### src/rtl/core/xst_pkg.sv
// Package for the XML byte tokenizer: character codes, token kinds,
// the mode-flag record and the token record. No dependencies.
`timescale 1ns / 1ps

package xst_pkg;

	localparam logic [7:0] CH_LT    = 8'h3C;
	localparam logic [7:0] CH_GT    = 8'h3E;
	localparam logic [7:0] CH_BANG  = 8'h21;
	localparam logic [7:0] CH_QUES  = 8'h3F;
	localparam logic [7:0] CH_SLASH = 8'h2F;
	localparam logic [7:0] CH_QUOTE = 8'h22;
	localparam logic [7:0] CH_EQ    = 8'h3D;
	localparam logic [7:0] CH_DASH  = 8'h2D;
	localparam logic [7:0] CH_SP    = 8'h20;
	localparam logic [7:0] CH_TAB   = 8'h09;
	localparam logic [7:0] CH_NL    = 8'h0A;

	// Depth of the token queue; must be at least two.
	localparam int TOK_DEPTH = 4;

	typedef enum logic [3:0] {
		K_TEXT_CHAR     = 4'd0,
		K_TEXT_END      = 4'd1,
		K_TAG_OPEN      = 4'd2,
		K_NAME_CHAR     = 4'd3,
		K_ATTR_START    = 4'd4,
		K_ATTR_NAME     = 4'd5,
		K_ATTR_VALUE    = 4'd6,
		K_BEGIN         = 4'd7,
		K_END           = 4'd8,
		K_COMMENT_START = 4'd9,
		K_COMMENT_CHAR  = 4'd10,
		K_COMMENT_END   = 4'd11
	} kind_t;

	typedef struct packed {
		logic reading_tag;
		logic opening_tag;
		logic closing_tag;
		logic in_name;
		logic in_comment_body;
		logic in_text;
		logic in_decl;
		logic in_attr_list;
		logic in_quoted_value;
		logic text_pending;
		logic [7:0] previous_byte;
	} flags_t;

	typedef struct packed {
		kind_t      kind;
		logic [7:0] tbyte;
		logic       last;
	} token_t;

	// Tokens produced by one byte and how many of them are valid (0 to 2).
	typedef struct packed {
		token_t     t0;
		token_t     t1;
		logic [1:0] count;
	} tok_pair_t;

endpackage

### src/rtl/core/xst_step.sv
// Per-byte decode: mode flags and previous byte, and the 0..2 tokens a byte makes.
// Depends on xst_pkg.
`timescale 1ns / 1ps

module xst_step
	import xst_pkg::*;
(
	input  logic       clk,
	input  logic       arst_n,
	input  logic       advance,
	input  logic [7:0] ch,
	output tok_pair_t  toks
);

	flags_t cur_q;
	flags_t nxt;
	logic   begin_f;

	always_comb begin
		nxt     = cur_q;
		toks    = '0;
		begin_f = 1'b0;
		if (ch != CH_TAB && ch != CH_NL) begin
			if (ch == CH_LT) begin
				nxt.in_text = 1'b0;
				if (cur_q.text_pending) begin
					toks.t0.kind = K_TEXT_END;
					toks.t1.kind = K_TAG_OPEN;
					toks.count   = 2'd2;
				end else begin
					toks.t0.kind = K_TAG_OPEN;
					toks.count   = 2'd1;
				end
				nxt.text_pending = 1'b0;
				nxt.opening_tag  = 1'b1;
				nxt.reading_tag  = 1'b1;
				nxt.in_name      = 1'b1;
				nxt.in_attr_list = 1'b0;
				nxt.closing_tag  = 1'b0;
			end else if (ch == CH_BANG && cur_q.in_name) begin
				nxt.in_comment_body = 1'b1;
				toks.t0.kind = K_COMMENT_START;
				toks.count   = 2'd1;
			end else if (ch == CH_QUES && cur_q.in_name) begin
				nxt.in_decl = 1'b1;
			end else if (ch == CH_SLASH && (cur_q.in_name ||
					(cur_q.in_attr_list && !cur_q.in_quoted_value))) begin
				nxt.opening_tag = 1'b0;
				nxt.closing_tag = 1'b1;
			end else if (ch == CH_GT) begin
				nxt.in_text = 1'b1;
				if (cur_q.in_comment_body) begin
					nxt.in_comment_body = 1'b0;
					toks.t0.kind = K_COMMENT_END;
					toks.count   = 2'd1;
				end else if (cur_q.in_decl) begin
					nxt.in_decl = 1'b0;
				end else begin
					begin_f = cur_q.opening_tag || cur_q.previous_byte == CH_SLASH;
					if (begin_f) begin
						toks.t0.kind    = K_BEGIN;
						toks.count      = 2'd1;
						nxt.opening_tag = 1'b0;
					end
					if (cur_q.closing_tag) begin
						if (begin_f) begin
							toks.t1.kind = K_END;
							toks.count   = 2'd2;
						end else begin
							toks.t0.kind = K_END;
							toks.count   = 2'd1;
						end
					end
					nxt.in_attr_list = 1'b0;
					nxt.in_name      = 1'b0;
					nxt.closing_tag  = 1'b0;
					nxt.reading_tag  = 1'b0;
				end
			end else if (!cur_q.in_comment_body && !cur_q.in_decl) begin
				if (cur_q.reading_tag) begin
					if (cur_q.in_name) begin
						if (ch == CH_SP) begin
							nxt.in_name      = 1'b0;
							nxt.in_attr_list = 1'b1;
							toks.t0.kind     = K_ATTR_START;
						end else begin
							toks.t0.kind  = K_NAME_CHAR;
							toks.t0.tbyte = ch;
						end
						toks.count = 2'd1;
					end else if (cur_q.in_attr_list && cur_q.opening_tag) begin
						if (!cur_q.in_quoted_value && ch == CH_SP) begin
							toks.t0.kind = K_ATTR_START;
							toks.count   = 2'd1;
						end else if (ch == CH_QUOTE) begin
							nxt.in_quoted_value = !cur_q.in_quoted_value;
						end else if (cur_q.in_quoted_value) begin
							toks.t0.kind  = K_ATTR_VALUE;
							toks.t0.tbyte = ch;
							toks.count    = 2'd1;
						end else if (ch != CH_EQ) begin
							toks.t0.kind  = K_ATTR_NAME;
							toks.t0.tbyte = ch;
							toks.count    = 2'd1;
						end
					end
				end else if (cur_q.in_text) begin
					// collapse a space after space, newline or '<'
					if (ch != CH_SP || (cur_q.previous_byte != CH_SP &&
							cur_q.previous_byte != CH_NL &&
							cur_q.previous_byte != CH_LT)) begin
						toks.t0.kind     = K_TEXT_CHAR;
						toks.t0.tbyte    = ch;
						toks.count       = 2'd1;
						nxt.text_pending = 1'b1;
					end
				end
			end else if (cur_q.in_comment_body && ch != CH_DASH) begin
				toks.t0.kind  = K_COMMENT_CHAR;
				toks.t0.tbyte = ch;
				toks.count    = 2'd1;
			end
		end
		nxt.previous_byte = ch;
		toks.t0.last = (toks.count == 2'd1);
		toks.t1.last = (toks.count == 2'd2);
	end

	always_ff @(posedge clk or negedge arst_n) begin
		if (!arst_n) begin
			cur_q <= '0;
		end else if (advance) begin
			cur_q <= nxt;
		end
	end

endmodule

### src/rtl/core/xst_tok_fifo.sv
// Small token queue: takes up to two tokens a cycle, hands out one while rd_ready is high.
// Depends on xst_pkg.
`timescale 1ns / 1ps

module xst_tok_fifo
	import xst_pkg::*;
#(
	parameter int DEPTH = TOK_DEPTH
)
(
	input  logic      clk,
	input  logic      arst_n,
	input  logic      wr_en,
	input  tok_pair_t wr_toks,
	output logic      room,
	output logic      rd_valid,
	input  logic      rd_ready,
	output token_t    rd_tok
);

	localparam int PW = (DEPTH > 1) ? $clog2(DEPTH) : 1;
	localparam int CW = $clog2(DEPTH + 1);

	token_t        mem_q [DEPTH];
	logic [PW-1:0] wr_ptr_q;
	logic [PW-1:0] rd_ptr_q;
	logic [CW-1:0] count_q;
	logic [PW-1:0] wr_ptr_p1;
	logic [PW-1:0] rd_ptr_p1;
	logic [1:0]    n_in;
	logic          pop;

	function automatic logic [PW-1:0] ptr_inc(input logic [PW-1:0] p);
		if (p == PW'(DEPTH - 1))
			return '0;
		else
			return p + PW'(1);
	endfunction

	assign wr_ptr_p1 = ptr_inc(wr_ptr_q);
	assign rd_ptr_p1 = ptr_inc(rd_ptr_q);
	assign n_in      = wr_en ? wr_toks.count : 2'd0;
	assign room      = (count_q <= CW'(DEPTH - 2));
	assign rd_valid  = (count_q != '0);
	assign pop       = rd_valid && rd_ready;
	assign rd_tok    = mem_q[rd_ptr_q];

	always_ff @(posedge clk) begin
		if (n_in != 2'd0) begin
			mem_q[wr_ptr_q] <= wr_toks.t0;
		end
		if (n_in == 2'd2) begin
			mem_q[wr_ptr_p1] <= wr_toks.t1;
		end
	end

	always_ff @(posedge clk or negedge arst_n) begin
		if (!arst_n) begin
			wr_ptr_q <= '0;
			rd_ptr_q <= '0;
			count_q  <= '0;
		end else begin
			if (n_in == 2'd1) begin
				wr_ptr_q <= wr_ptr_p1;
			end else if (n_in == 2'd2) begin
				wr_ptr_q <= ptr_inc(wr_ptr_p1);
			end
			if (pop) begin
				rd_ptr_q <= rd_ptr_p1;
			end
			count_q <= count_q + CW'(n_in) - CW'(pop);
		end
	end

endmodule

### src/rtl/core/xml_sax_tokenizer.sv
// Top level of the streaming XML tokenizer: input register, byte decode, token queue.
// Depends on xst_pkg, xst_step and xst_tok_fifo.
`timescale 1ns / 1ps
//
//  channel  | handshake            | payload
//  ---------+----------------------+------------------------------------------
//  input    | in_valid / in_ready  | char_in[7:0]
//  output   | out_valid / out_ready| token_kind[3:0], token_byte[7:0], last_of_run
//
// One byte is taken per cycle while the queue has room. A byte is held in the
// input register, is decoded against the mode flags and pushes 0, 1 or 2 tokens
// into a DEPTH-entry queue; the queue drains one token per cycle while out_ready
// is high, so bytes that make two tokens (text end + tag open, begin + end) are
// handed out as two separate tokens. Reset clears the flags, the previous byte
// and the queue. A stalled consumer fills the queue; the input register then
// holds and in_ready drops.

module xml_sax_tokenizer
	import xst_pkg::*;
#(
	parameter int DEPTH = TOK_DEPTH
)
(
	input  logic       clk,
	input  logic       arst_n,
	input  logic       in_valid,
	output logic       in_ready,
	input  logic [7:0] char_in,
	output logic       out_valid,
	input  logic       out_ready,
	output logic [3:0] token_kind,
	output logic [7:0] token_byte,
	output logic       last_of_run
);

	logic       valid_s1;
	logic [7:0] char_s1;
	logic       room;
	logic       advance;
	tok_pair_t  toks;
	token_t     head;

	// The byte in the input register moves on once the queue has space
	// for the worst case of two tokens.
	assign advance  = valid_s1 && room;
	assign in_ready = !valid_s1 || advance;

	always_ff @(posedge clk or negedge arst_n) begin
		if (!arst_n) begin
			valid_s1 <= 1'b0;
		end else if (in_ready) begin
			valid_s1 <= in_valid;
		end
	end

	always_ff @(posedge clk) begin
		if (in_ready && in_valid) begin
			char_s1 <= char_in;
		end
	end

	xst_step u_step (
		.clk     (clk),
		.arst_n  (arst_n),
		.advance (advance),
		.ch      (char_s1),
		.toks    (toks)
	);

	xst_tok_fifo #(
		.DEPTH (DEPTH)
	) u_fifo (
		.clk      (clk),
		.arst_n   (arst_n),
		.wr_en    (advance),
		.wr_toks  (toks),
		.room     (room),
		.rd_valid (out_valid),
		.rd_ready (out_ready),
		.rd_tok   (head)
	);

	assign token_kind  = head.kind;
	assign token_byte  = head.tbyte;
	assign last_of_run = head.last;

endmodule

### config.mk
export PLATFORM = sky130hd
export DESIGN_NAME = xml_sax_tokenizer
export DESIGN_NICKNAME = d
export VERILOG_FILES = /design/src/rtl/core/xst_pkg.sv /design/src/rtl/core/xst_step.sv /design/src/rtl/core/xst_tok_fifo.sv /design/src/rtl/core/xml_sax_tokenizer.sv
export SDC_FILE = /design/constraint.sdc
export NUM_CORES = 1
export LEC_CHECK = 0
export BUFFER_PORTS_ARGS = -buffer_cell sky130_fd_sc_hd__buf_2
export CORE_ASPECT_RATIO = 1.75
export CORE_MARGIN = 5
export CORE_UTILIZATION = 45
export CTS_BUF_LIST = sky130_fd_sc_hd__clkbuf_2
export CTS_CLUSTER_SIZE = 14
export DETAILED_ROUTE_END_ITERATION = 7
export HOLD_SLACK_MARGIN = 0.02
export PLACE_DENSITY = 0.72
export SYNTH_ARGS = -nofsm -noshare
export SYNTH_HDL_FRONTEND = slang
export SYNTH_SLANG_ARGS = --single-unit
### constraint.sdc
create_clock -name clk -period 4.17 [get_ports clk]
set_input_delay 0.417 -clock clk [delete_from_list [all_inputs] [get_ports clk]]
set_output_delay 0.417 -clock clk [all_outputs]
set_load 0.01 [all_outputs]
; ---- After elaboration in Yosys (flattened, before gate mapping)
; Memories as Yosys holds them, arrays and structs flattened.
; Index checks and enable logic that the tools add are counted.
; W data, S select, Z words.
[word_totals]
regBits = 34
latch_bits = 0
mem_bits_rw = 52
romBits = 0
inputBits = 12
out_inout_bits = 15
elab_cells = 250
mem_count = 1
[memory_table]
columns = name, depth, word_bits, rd, rd_clocked_by_memory_dff, write_ports, line_no
row1 = u_fifo.mem_q, 4, 13, 1, 0, 2, xst_tok_fifo.sv:24  ; token_t mem_q [DEPTH];
[classes]
n_addsub = 5
n_mul = 0
n_div = 0
order_cmp = 1
n_eq_ne = 52
shifts = 0
muxes = 129
n_bitwise = 5
reduce_logical = 41
[ops]
columns = cell, count
row1 = $mux W12, 10
row2 = $mux W4, 28
row3 = $mux W2, 37
row4 = $eq A8 B6 Y1 const B, 8
row5 = $mux W8, 6
row6 = $ne A8 B6 Y1 const B, 5
row7 = $mux W3, 12
row8 = $ne A7 B7 Y1 const B, 5
row9 = $mux W1, 31
row10 = $ne A4 B4 Y1 const B, 7
row11 = $ne A8 B4 Y1 const B, 3
row12 = $mux W11, 2
row13 = $reduce_and A8 Y1, 2
row14 = $ne A3 B3 Y1 const B, 5
row15 = $logic_and A1 B1 Y1, 14
row16 = $ne A2 B1 Y1 const B, 7
row17 = $reduce_and A7 Y1, 2
row18 = $reduce_and A13 Y1, 1
row19 = $reduce_and A6 Y1, 2
row20 = $reduce_bool A3 Y1, 4
row21 = $reduce_and A11 Y1, 1
row22 = $eq A2 B2 Y1 const B, 5
row23 = $reduce_and A10 Y1, 1
row24 = $reduce_bool A2 Y1, 5
row25 = other kinds (16), 30

; ---- Logic depth before layout (Yosys ltp)
[depth]
word_depth = 19
ltp_mapped = 14

; ---- Hierarchy
; A second synthesis with hierarchy kept.
[hier_totals]
hier_cells = 427
area_unflattened_um2 = 5146.2
[modules_own_cells]
columns = module, n_inst, cells_each, area_per_inst_um2, seq_area_each_um2
row1 = xst_tok_fifo, 1, 182, 3041.7, 1736.7
row2 = xst_step, 1, 232, 1804.2, 450.4
row3 = xml_sax_tokenizer, 1, 13, 300.3, 265.3

; ---- Worst setup path after synthesis
; Ideal clock, no wire load.
[synth_timing]
path_type = register -> register
startpoint = register char_s1[7]
endpoint = memory u_fifo.mem_q[2][10] (netlist bit) (data pin)
setup_ns = 0.264
t_arrival_ns = 2.941
required_time_ns = 3.906
slack_ns = 0.965
stages_incl_launch_ff = 12
period_less_slack_ns = 3.205
path_cell_list = edfxtp_1 -> or3b_1 -> or4_4 -> o41ai_1 -> o2111ai_1 -> nand3_1 -> ha_1 -> clkbuf_1 -> nand2_1 -> and2_1 -> a32oi_1 -> o22ai_1
[synth_rtl]
columns = item, line_no
row1 = from (decl), xml_sax_tokenizer.sv:37  ; logic [7:0] char_s1;
row2 = from (signal assigned), xml_sax_tokenizer.sv:58  ; char_s1 <= char_in;
row3 = to (decl), xst_tok_fifo.sv:24

==> results.cfg <==
[grt]
grt_max_degree = 28
grt_pass1_vias = 3921
gr-usage-met1_pct = 22.7
grtUsageMet2_pct = 43.7
track_usage_pct = 23.3
grt-ovfl-total = 0
antenna_found_initial = 1
top_usage_layer = met2
grt_util_met3_pct = 4.10
grt_pass1_wl_mm = 21.6

[floorplanning]
start_util_pct = 45.7
rows = 49
io_pins = 27
dieHeight_um = 144
core_area_sq_mm = 0.0102
die_x_um = 86.8
die_area_sq_mm = 0.0125

[clocking]
clk_latency_ns = 0.59
cts_tree = done
ctsRootBufferMaster = clkbuf_2
cts.sinks = 86
htree_levels = 3
cts.path.max_buffers = 2
clkTransAtPathRegs_ns = 0.26
cts_inserted_buffers = 9

[setup_path]
end_kind = flip-flop
critPathLaunchType = flip-flop
setup.worst_path.end = u_fifo.mem_q[1][10]$_DFFE_PP_
cp.arrival_ns = 4.24
r2r-end = u_fifo.mem_q[1][10]$_DFFE_PP_
cp_slowest_cell = edfxtp_1
timing.rr.start = char_s1[5]$_DFFE_PP_
crit_start = char_s1[5]$_DFFE_PP_
worstPathRequired_ns = 4.51
rr_worst_depth = 10
slowest_delay_ns = 0.57
cpMostUsedCell = nand2_1
critPathKind = reg2reg
path_cells = or3b_1 > or4_4 > o41ai_1 > o2111ai_1 > nand3_1 > ha_1 > nand2_1 > nand2_1 > a21oi_1 > a41o_1
worstPathMaxFanout = 12
regToRegSetupSlack_ns = 0.27

[yosys]
ys_top_cells_by_area = dfxtp_1 (17%), dfrtp_1 (14%), edfxtp_1 (13%)
syn_area_sq_mm = 0.00465
syn-instance-count = 459
synth_most_common_cell = nand2_1
yosysSeqAreaShare_pct = 44.2
synth_edf_count = 20
yosys_register_bits = 86
syn-num-nets = 489
synth_ff_type = dfxtp_1
async_flop_share_pct = 30.2
synth_commonest_cells = nand2_1 (43), dfxtp_1 (40), o21ai_0 (30)
yosysTopAreaCell = dfxtp_1
ys_types = 66
ys_warn_count = 0
synth_area_per_cell_sq_um = 10.1
yosysTopAreaCellShare_pct = 17.2

[sta]
final-setup-viol-count = 0
rsz0062_at_grt = false
post-route-min-period_ns = 3.90
drv_slew = 0
fin_setup_tns_ns = 0
hold_viol = 0
slew_headroom_pct = 39.9
fin_skew_ns = 0.0405
worst_slew_pin_slew_ns = 0.901
max_freq_mhz = 256
period_share_pct = 93.5
hold_slack_ns = 0.236

[power_and_ir_drop]
p_clk_share_pct = 14.7
seq_power_share_pct = 46.6
p_per_area_mw_per_mm2 = 498
ir_drop_mv = 0.301
power.total_mw = 2.57
power_frac_comb_pct = 38.7
p_leak_nw = 2.07
switchingPower_mw = 1.07
p_int_mw = 1.51
switching_share_pct = 41.4

[placement]
gp_congestion = 0.996
placement.io_buffers = 26
placed_area_sq_mm = 0.00496
dpl.hpwl_mm = 10.9

[drt]
drt-initial-drc-count = 199
viasPerCell = 6.22
drtAntennaViolNets = 0
wl_mm = 14.0
num_vias = 3919
drc = 0
dr.pass1.iters = 5
wire_per_inst_um = 22.3

[final_layout]
design_area_sq_mm = 0.00516
final_net_count = 528
area_delta_synth_final_pct = 11.1
drive_gt1_share_pct = 19.1

[worst_hold_path]
hold_path_class = in2reg
holdCritStartpoint = out_ready

[flow_run]
max_cap_violations = 0

[run_status]
status = completed
## layer usage
layer | wire length [um] | vias to the layer above
met4 | 801 | 0
met2 | 7810 | 156
met3 | 564 | 52
met1 | 4840 | 1902
met5 | 0 | -
li1 | - | 1809
## cells by family after synthesis
kind of cell | count (synthesis) | synth area share, %
DFF | 86 | 44.2
and+or+nand+nor | 156 | 18.6
buffers and inverters | 48 | 3.93
muxes | 20 | 8.08
adders and majority gates | 18 | 5.01
xor gates and xnor gates | 5 | 0.942
AOI/OAI and AO/OA | 126 | 19.3
## layout make-up
cell class | count | area, sq um
inverters | 24 | 90.1
multi-input cells | 325 | 2430
fillers | 950 | 5010
well taps | 127 | 159
clock inverters | 6 | 38.8
repair buffers | 52 | 350
flip-flops and latches | 86 | 2050
diodes | 1 | 2.50
clock buffers | 9 | 45.0
## flip-flops by register name, summed over array words and instances, names as in the netlist
| signal | count |
|---|---|
| u_fifo.mem_q | 52 |
| u_step.cur_q | 18 |
| char_s1 | 8 |
| u_fifo.count_q | 3 |
| u_fifo.rd_ptr_q | 2 |
| u_fifo.wr_ptr_q | 2 |
| valid_s1 | 1 |
## per-stage QoR
| step | utilization, % | std cells | setup WS (ns) |
|---|---|---|---|
| 2_1_floorplan | - | 459 | 0.965 |
| 3_3_place_gp | 48.8 | 604 | 0.346 |
| 3_5_place_dp | 48.8 | 604 | 0.281 |
| 4_1_cts | 50.6 | 629 | 0.161 |
| 5_1_grt | 50.7 | 630 | 0.0577 |
| 6_report | 50.7 | 630 | 0.271 |
## placed cells by master, fill, tap and decap left out, types with 10 or more instances in the layout
cell,n
nand2_1,43
dfxtp_1,40
o21ai_0,30
a22o_1,28
buf_2,26
dfrtp_1,26
inv_1,23
nor2_1,22
edfxtp_1,20
ha_1,17
buf_4,16
mux4_2,13
nand3_1,11
nor3_1,11
o22ai_1,11
a21oi_1,10
dlygate4sd3_1,10
## critical path, delay by kind of cell (launching register included)
family / cells / cell delay (ns)
and+or+nand+nor: 5 / 1.66
AOI/OAI and AO/OA: 4 / 0.92
DFF: 1 / 0.57
adders and majority gates: 1 / 0.47
## power by group through the flow
stage | logic (mW) | clock network (mW) | registers, mW
floorplan | 0.763 | 0 | 1.11
global route | 1.09 | 0.420 | 1.23
finish | 0.996 | 0.378 | 1.20
detailed placement | 0.982 | 0 | 1.22
CTS | 0.994 | 0.385 | 1.20
global placement | 0.974 | 0 | 1.21
## what timing repair did
item | CTS | global route
buffers inserted | 0 | 0
hold endpoints to repair | 35 | 0
hold buffers | 10 | 0
setup endpoints to repair | 0 | 12
resized for setup | 0 | 4
## how the worst min path moves through the flow
| stage | end | cells after the start | slack, ns |
|---|---|---|---|
| after floorplan | u_fifo.count_q[0]$_DFF_PN0_ | 0 | 0.12 |
| after global placement | u_fifo.mem_q[0][7]$_SDFFE_PP0P_ | 2 | 0.43 |
| after detailed placement | u_fifo.mem_q[3][9]$_SDFFE_PP0P_ | 2 | 0.44 |
| after CTS | u_fifo.rd_ptr_q[0]$_DFFE_PN0P_ | 3 | 0.22 |
| after global routing | u_fifo.rd_ptr_q[0]$_DFFE_PN0P_ | 3 | 0.22 |
| final | u_fifo.rd_ptr_q[0]$_DFFE_PN0P_ | 3 | 0.24 |
Power figures use the tool's default switching activity.
